**src/hdl/tlphd_pkg.sv**
```systemverilog
`timescale 1ns / 1ps

package tlphd_pkg;

	localparam logic [7:0] IDE_FMT_TYPE = 8'h92;
	localparam logic [4:0] TYPE_MRD32 = 5'h00;
	localparam logic [4:0] TYPE_MRD_LK = 5'h01;
	localparam logic [4:0] TYPE_DEFERRED = 5'h1B;
	localparam logic [2:0] FMT_3DW_NODATA = 3'd0;
	localparam logic [2:0] FMT_4DW_NODATA = 3'd1;
	localparam logic [2:0] FMT_3DW_DATA = 3'd2;
	localparam logic [2:0] FMT_4DW_DATA = 3'd3;
	localparam logic [4:0] NFM_ENABLE_OFFSET = 5'd7;
	localparam logic [4:0] A1_ENABLE_GAP = 5'd3;
	localparam logic [3:0] ADDRESS_OFFSET = 4'd8;
	localparam logic [2:0] DW_NONE = 3'd0;
	localparam logic [2:0] DW_ONE = 3'd1;
	localparam logic [2:0] DW_THREE = 3'd3;
	localparam logic [2:0] DW_FOUR = 3'd4;
	localparam logic [2:0] DW_FIVE = 3'd5;
	localparam logic [2:0] DW_SIX = 3'd6;
	localparam logic [2:0] DW_SEVEN = 3'd7;

	typedef struct packed {
		logic       flit_mode_off;
		logic [7:0] byte_zero;
		logic [7:0] byte_one;
		logic [7:0] byte_two;
		logic [7:0] byte_three;
	} in_word_t;

	typedef struct packed {
		logic        is_protected;
		logic [4:0]  header_bytes;
		logic [3:0]  address_offset;
		logic [4:0]  enable_offset;
		logic        enable_present;
		logic [11:0] payload_bytes;
	} out_word_t;

	typedef struct packed {
		logic [2:0] dw;
		logic       a1_type;
	} flit_info_t;

	function automatic logic in_rng(input logic [7:0] t, input logic [7:0] lo,
		input logic [7:0] hi);
		return (t >= lo) && (t <= hi);
	endfunction

	function automatic logic [2:0] flit_dw(input logic [7:0] t);
		logic [2:0] dw;
		dw = DW_NONE;
		if (t == 8'd0 || in_rng(t, 8'd128, 8'd143)) begin
			dw = DW_ONE;
		end else if (in_rng(t, 8'd1, 8'd5) || in_rng(t, 8'd8, 8'd15)
			|| in_rng(t, 8'd28, 8'd29) || t == 8'd64 || t == 8'd66
			|| in_rng(t, 8'd68, 8'd78) || in_rng(t, 8'd88, 8'd89)
			|| t == 8'd91) begin
			dw = DW_THREE;
		end else if (in_rng(t, 8'd6, 8'd7) || in_rng(t, 8'd32, 8'd45)
			|| in_rng(t, 8'd48, 8'd61) || t == 8'd79 || t == 8'd90
			|| in_rng(t, 8'd92, 8'd93) || in_rng(t, 8'd96, 8'd127)
			|| in_rng(t, 8'd144, 8'd147) || in_rng(t, 8'd224, 8'd225)
			|| in_rng(t, 8'd228, 8'd229) || in_rng(t, 8'd240, 8'd241)) begin
			dw = DW_FOUR;
		end else if (in_rng(t, 8'd16, 8'd21) || in_rng(t, 8'd46, 8'd47)
			|| in_rng(t, 8'd62, 8'd63) || in_rng(t, 8'd94, 8'd95)
			|| in_rng(t, 8'd148, 8'd151) || in_rng(t, 8'd160, 8'd167)
			|| in_rng(t, 8'd172, 8'd173) || in_rng(t, 8'd176, 8'd191)
			|| in_rng(t, 8'd202, 8'd203) || in_rng(t, 8'd242, 8'd243)) begin
			dw = DW_FIVE;
		end else if (in_rng(t, 8'd30, 8'd31) || t == 8'd65 || t == 8'd67
			|| in_rng(t, 8'd80, 8'd85) || in_rng(t, 8'd152, 8'd155)
			|| in_rng(t, 8'd168, 8'd169) || in_rng(t, 8'd174, 8'd175)
			|| in_rng(t, 8'd192, 8'd199) || in_rng(t, 8'd204, 8'd205)
			|| in_rng(t, 8'd208, 8'd223) || in_rng(t, 8'd226, 8'd227)
			|| in_rng(t, 8'd230, 8'd231) || in_rng(t, 8'd244, 8'd245)) begin
			dw = DW_SIX;
		end else if (in_rng(t, 8'd22, 8'd27) || in_rng(t, 8'd86, 8'd87)
			|| in_rng(t, 8'd156, 8'd159) || in_rng(t, 8'd170, 8'd171)
			|| in_rng(t, 8'd200, 8'd201) || in_rng(t, 8'd206, 8'd207)
			|| in_rng(t, 8'd232, 8'd239) || in_rng(t, 8'd246, 8'd255)) begin
			dw = DW_SEVEN;
		end
		return dw;
	endfunction

	function automatic logic flit_a1(input logic [7:0] t);
		return t == 8'd1 || t == 8'd3 || t == 8'd32 || t == 8'd33
			|| t == 8'd64 || t == 8'd91 || t == 8'd96 || t == 8'd123;
	endfunction

endpackage

```
**src/hdl/tlphd_type_lookup.sv**
```systemverilog
`timescale 1ns / 1ps

module tlphd_type_lookup (
	input  logic [7:0]              flit_type,
	output tlphd_pkg::flit_info_t   info
);

	assign info.dw = tlphd_pkg::flit_dw(flit_type);
	assign info.a1_type = tlphd_pkg::flit_a1(flit_type);

endmodule

```
**src/hdl/pcie_tlp_header_field_decoder_top.sv**
```systemverilog
`timescale 1ns / 1ps
// An accepted header word passes through stages s1, s2 and s3 to its result word.
// Throughput: one word per cycle unless res_stall holds a full last stage; the
// lookup, the header size decode and the enable offset add each hold one pipeline stage.
// Reset: arst_n clears all stage valid bits; payload registers are not reset.
module pcie_tlp_header_field_decoder_top (
	input  logic                 clk,
	input  logic                 arst_n,
	input  logic                 hdr_valid,
	output logic                 hdr_stall,
	input  tlphd_pkg::in_word_t  hdr,
	output logic                 res_valid,
	input  logic                 res_stall,
	output tlphd_pkg::out_word_t res
);

	tlphd_pkg::flit_info_t flit_info;
	logic       advance;
	logic [2:0] dw_c;
	logic       en_cond_c;

	logic        valid_s1, valid_s2, valid_s3;
	logic        nfm_s1, nfm_s2;
	logic [2:0]  dw_s1;
	logic        en_cond_s1, en_cond_s2;
	logic        prot_s1, prot_s2;
	logic [11:0] len_s1, len_s2;
	logic [4:0]  hdr_bytes_s2;
	logic [3:0]  addr_s2;
	tlphd_pkg::out_word_t res_s3;

	tlphd_type_lookup u_lookup (
		.flit_type (hdr.byte_zero),
		.info      (flit_info)
	);

	assign advance = !valid_s3 || !res_stall;
	assign hdr_stall = !advance;

	always_comb begin
		if (hdr.flit_mode_off) begin
			case (hdr.byte_zero[7:5])
				tlphd_pkg::FMT_3DW_NODATA, tlphd_pkg::FMT_3DW_DATA: dw_c = tlphd_pkg::DW_THREE;
				tlphd_pkg::FMT_4DW_NODATA, tlphd_pkg::FMT_4DW_DATA: dw_c = tlphd_pkg::DW_FOUR;
				default: dw_c = tlphd_pkg::DW_NONE;
			endcase
			en_cond_c = (hdr.byte_zero[4:0] == tlphd_pkg::TYPE_MRD32
				|| hdr.byte_zero[4:0] == tlphd_pkg::TYPE_MRD_LK
				|| hdr.byte_zero[4:0] == tlphd_pkg::TYPE_DEFERRED)
				&& !hdr.byte_one[0];
		end else begin
			dw_c = flit_info.dw;
			en_cond_c = flit_info.a1_type && hdr.byte_one[0];
		end
	end

	always_ff @(posedge clk or negedge arst_n) begin
		if (!arst_n) begin
			valid_s1 <= 1'b0;
			valid_s2 <= 1'b0;
			valid_s3 <= 1'b0;
		end else if (advance) begin
			valid_s1 <= hdr_valid;
			valid_s2 <= valid_s1;
			valid_s3 <= valid_s2;
		end
	end

	always_ff @(posedge clk) begin
		if (advance) begin
			nfm_s1 <= hdr.flit_mode_off;
			dw_s1 <= dw_c;
			en_cond_s1 <= en_cond_c;
			prot_s1 <= hdr.flit_mode_off ? (hdr.byte_zero == tlphd_pkg::IDE_FMT_TYPE)
				: hdr.byte_one[2];
			len_s1 <= {hdr.byte_two[1:0], hdr.byte_three, 2'b00};

			nfm_s2 <= nfm_s1;
			en_cond_s2 <= en_cond_s1;
			prot_s2 <= prot_s1;
			len_s2 <= len_s1;
			hdr_bytes_s2 <= {dw_s1, 2'b00};
			addr_s2 <= (dw_s1 >= tlphd_pkg::DW_THREE) ? tlphd_pkg::ADDRESS_OFFSET : 4'd0;

			res_s3.is_protected <= prot_s2;
			res_s3.header_bytes <= hdr_bytes_s2;
			res_s3.address_offset <= addr_s2;
			res_s3.enable_offset <= !en_cond_s2 ? 5'd0
				: (nfm_s2 ? tlphd_pkg::NFM_ENABLE_OFFSET
				: hdr_bytes_s2 + tlphd_pkg::A1_ENABLE_GAP);
			res_s3.enable_present <= en_cond_s2;
			res_s3.payload_bytes <= len_s2;
		end
	end

	assign res_valid = valid_s3;
	assign res = res_s3;

endmodule

```
**config.mk**
```make
export PLATFORM = sky130hd
export DESIGN_NAME = pcie_tlp_header_field_decoder_top
export DESIGN_NICKNAME = d
export VERILOG_FILES = /design/src/hdl/tlphd_pkg.sv /design/src/hdl/tlphd_type_lookup.sv /design/src/hdl/pcie_tlp_header_field_decoder_top.sv
export SDC_FILE = /design/constraint.sdc
export NUM_CORES = 1
export LEC_CHECK = 0
export BUFFER_PORTS_ARGS = -buffer_cell sky130_fd_sc_hd__buf_4
export CORE_ASPECT_RATIO = 1.4
export CORE_MARGIN = 10
export CORE_UTILIZATION = 45
export CTS_BUF_LIST = sky130_fd_sc_hd__clkbuf_4 sky130_fd_sc_hd__clkbuf_8
export CTS_CLUSTER_SIZE = 8
export DETAILED_ROUTE_END_ITERATION = 8
export PLACE_DENSITY_LB_ADDON = 0.05
export SYNTH_ARGS = -nofsm -noshare
export SYNTH_HDL_FRONTEND = slang
export SYNTH_SLANG_ARGS = --single-unit
```
**constraint.sdc**
```tcl
create_clock -name clk -period 6 [get_ports clk]
set_input_delay 0.6 -clock clk [delete_from_list [all_inputs] [get_ports clk]]
set_output_delay 0.6 -clock clk [all_outputs]
set_load 0.1 [all_outputs]
```
==> impl_metrics.env <==
export IMPL_status="finished, final reports clean"
export IMPL_gr_usage_met1=0.1264
export IMPL_cts_resized=0
export IMPL_drtIter0Drc=94
export IMPL_area_growth_pct=19.01
export IMPL_path_class="in2reg"
export IMPL_slew_viol_final=0
export IMPL_drive_gt1_frac=0.2947
export IMPL_tns_ns=0
export IMPL_async_reset_ff_frac=0.05357
export IMPL_top_usage_layer="met2"
export IMPL_fin_crit_sh=0.3299
export IMPL_antenna_found_initial=0
export IMPL_stdcell_count=273
export IMPL_postSynthAreaPerCell_um2=14.75
export IMPL_cts_tree="built"
export IMPL_fin_area_um2=2844
export IMPL_die_w_um=81.59
export IMPL_nNetsFinal=243
export IMPL_maxSlewHeadroom=0.5487
export IMPL_drv_cap=0
export IMPL_hp_class="in2async"
export IMPL_remaining_drc_errors=0
export IMPL_setup_viol=0
export IMPL_synth_cells=162
export IMPL_clk_path_buf_depth=2
export IMPL_first_global_vias=1479
export IMPL_syn_area_um2=2390
export IMPL_detail_route_wl_per_cell_um=17.65
export IMPL_worstSetupStartpointType="input port"
export IMPL_port_buffers=47
export IMPL_ys_seq_area_frac=0.6974
export IMPL_h_tree_depth=2
export IMPL_worstPathRequired_ns=6.04
export IMPL_dr_pass1_iters=6
export IMPL_grt_setup_unrepaired="no"
export IMPL_p_per_area_nw_per_um2=419.2
export IMPL_start_util=0.4633
export IMPL_final_hold_viol_count=0
export IMPL_timing_final_ws_setup_ns=4.020
export IMPL_cp_max_fo=17
export IMPL_grt_overflow_total=0
export IMPL_via_per_inst=5.513
export IMPL_grt_max_degree=57
export IMPL_rows=31
export IMPL_insertion_delay_ns=0.30
export IMPL_ant_nets=0
export IMPL_dp_slack_ns=3.724
export IMPL_tightest_slew_ns=0.6769
export IMPL_dpl_instance_area_um2=2748
export IMPL_fmax_mhz=505.1
export IMPL_cp_end_kind="register"
export IMPL_synth_distinct_cells=50
export IMPL_hold_buffers=0
export IMPL_gr_usage_all_layers=0.1113
export IMPL_antenna_cells=0
export IMPL_power_leakage_uw=0.001115
export IMPL_routed_wl_mm=4.819
export IMPL_dieArea_um2=8667
export IMPL_p_total_uw=1192
export IMPL_numCtsBuffers=5
export IMPL_grt_pass1_wl_mm=7.617
export IMPL_routabilityCongestion=0.8332
export IMPL_synth_warnings=0
export IMPL_cts_root_buf="clkbuf_8"
export IMPL_ir_drop_mv=0.1723
export IMPL_cts_sinks=56
export IMPL_synth_edf_count=53
export IMPL_synth_seq_cells=56
export IMPL_grt_util_met2=0.1920
export IMPL_detailed_place_hpwl_mm=3.425
export IMPL_io_pins=67
export IMPL_post_place_cells=265
export IMPL_clock_skew_ns=0.006394
export IMPL_finalWorstPathRequiredPeriod_ns=1.980
export IMPL_path_clk_slew_ns=0.10
export IMPL_ys_flop_type="edfxtp_1"
export IMPL_grt_use_met3=0.03120
export IMPL_die_h_um=106.2
export IMPL_via_count=1505
export IMPL_cts_setup_buffers=0
export IMPL_core_area_um2=5159
export IMPL_arrival_ns=2.02
-- report_power, final --
group	internal, µW	switching (µW)	leakage [µW]
clock	85.9	124	0.0000463
sequential	529	24.4	0.000572
combinational	74.6	355	0.000496
total	689	503	0.00111
-- metrics by stage --
stage | hold WS (ns) | util
global placement | 0.3886 | 0.5326
floorplan | 0.3044 | -
global route | 0.05602 | 0.5513
detailed placement | 0.3917 | 0.5326
CTS | 0.05597 | 0.5513
finish | 0.06613 | 0.5513
-- placed cells by master, fill, tap and decap left out, types with 3 or more instances in the layout --
cell,instances
nand2_1,9
nor2_1,5
a21oi_1,5
and3b_1,3
edfxtp_1,53
nor4_1,4
a211oi_1,3
clkbuf_8,5
dfrtp_1,3
nand2b_1,4
a31oi_1,5
and3_1,3
inv_1,3
buf_4,48
conb_1,7
-- cell type report --
type / count / area [µm²]
Clock buffer: 5 / 68.82
Tap cell: 66 / 82.58
Multi-Input combinational cell: 90 / 619.3
Fill cell: 452 / 2315
Inverter: 5 / 18.77
Sequential cell: 56 / 1667
Clock inverter: 3 / 27.53
Timing Repair Buffer: 48 / 360.3
-- sequential cells by signal, indices dropped and copies added (netlist names), 3 cells and up --
name          cells
res              20
dw_s1             3
len_s1           10
len_s2           10
hdr_bytes_s2      3
-- final timing paths --
path                                        from                     to  slack (ns)  cells after the start
max                                      hdr[28]     dw_s1[0]$_DFFE_PN_        4.02                      6
min                                       arst_n   valid_s2$_DFFE_PN0N_        0.07                      1
max reg2reg                res_valid$_DFFE_PN0N_   valid_s1$_DFFE_PN0N_        4.45                      3
min reg2reg                  len_s2[9]$_DFFE_PN_       res[9]$_DFFE_PN_        0.43                      0
max in group asynchronous                 arst_n  res_valid$_DFFE_PN0N_        5.84                      1
min in group clk             len_s2[9]$_DFFE_PN_       res[9]$_DFFE_PN_        0.43                      0
-- critical path, cell delays in order --
cell and delay (ns):
buf_4 0.17, nand2b_1 0.23, a22o_1 0.26, a41o_1 0.20, a2111oi_0 0.42, a31oi_1 0.13
-- cells in the mapped netlist, drive strengths merged, types with 3 or more instances --
| master | count | area (µm²) |
|---|---|---|
| a211oi | 3 | 22.52 |
| a21oi | 5 | 25.02 |
| a31oi | 5 | 31.28 |
| and3 | 3 | 18.77 |
| and3b | 3 | 26.28 |
| buf | 17 | 110.1 |
| dfrtp | 3 | 75.07 |
| edfxtp | 53 | 1592 |
| inv | 5 | 18.77 |
| nand2 | 10 | 37.54 |
| nand2b | 4 | 25.02 |
| nor2 | 5 | 18.77 |
| nor4 | 4 | 25.02 |
-- per-layer routing --
layer | wire length (µm) | share of wire | vias to the layer above
li1 | - | - | 716
met1 | 1923 | 0.40 | 737
met2 | 2493 | 0.52 | 47
met3 | 333 | 0.069 | 5
met4 | 69 | 0.014 | 0
met5 | 0 | 0 | -
-- cells by family (layout without fill, tap and decap cells) --
family | count (synthesis) | after routing | synth area share
other | 1 | 7 | 0.001569
XOR/XNOR | 1 | 1 | 0.003666
AO/OA/AOI/OAI | 37 | 37 | 0.1230
flip-flops | 56 | 56 | 0.6974
buffers and inverters | 22 | 61 | 0.05393
AND/OR/NAND/NOR | 42 | 42 | 0.1068
multiplexers | 3 | 3 | 0.01361
(Power assumes the default switching activity.)
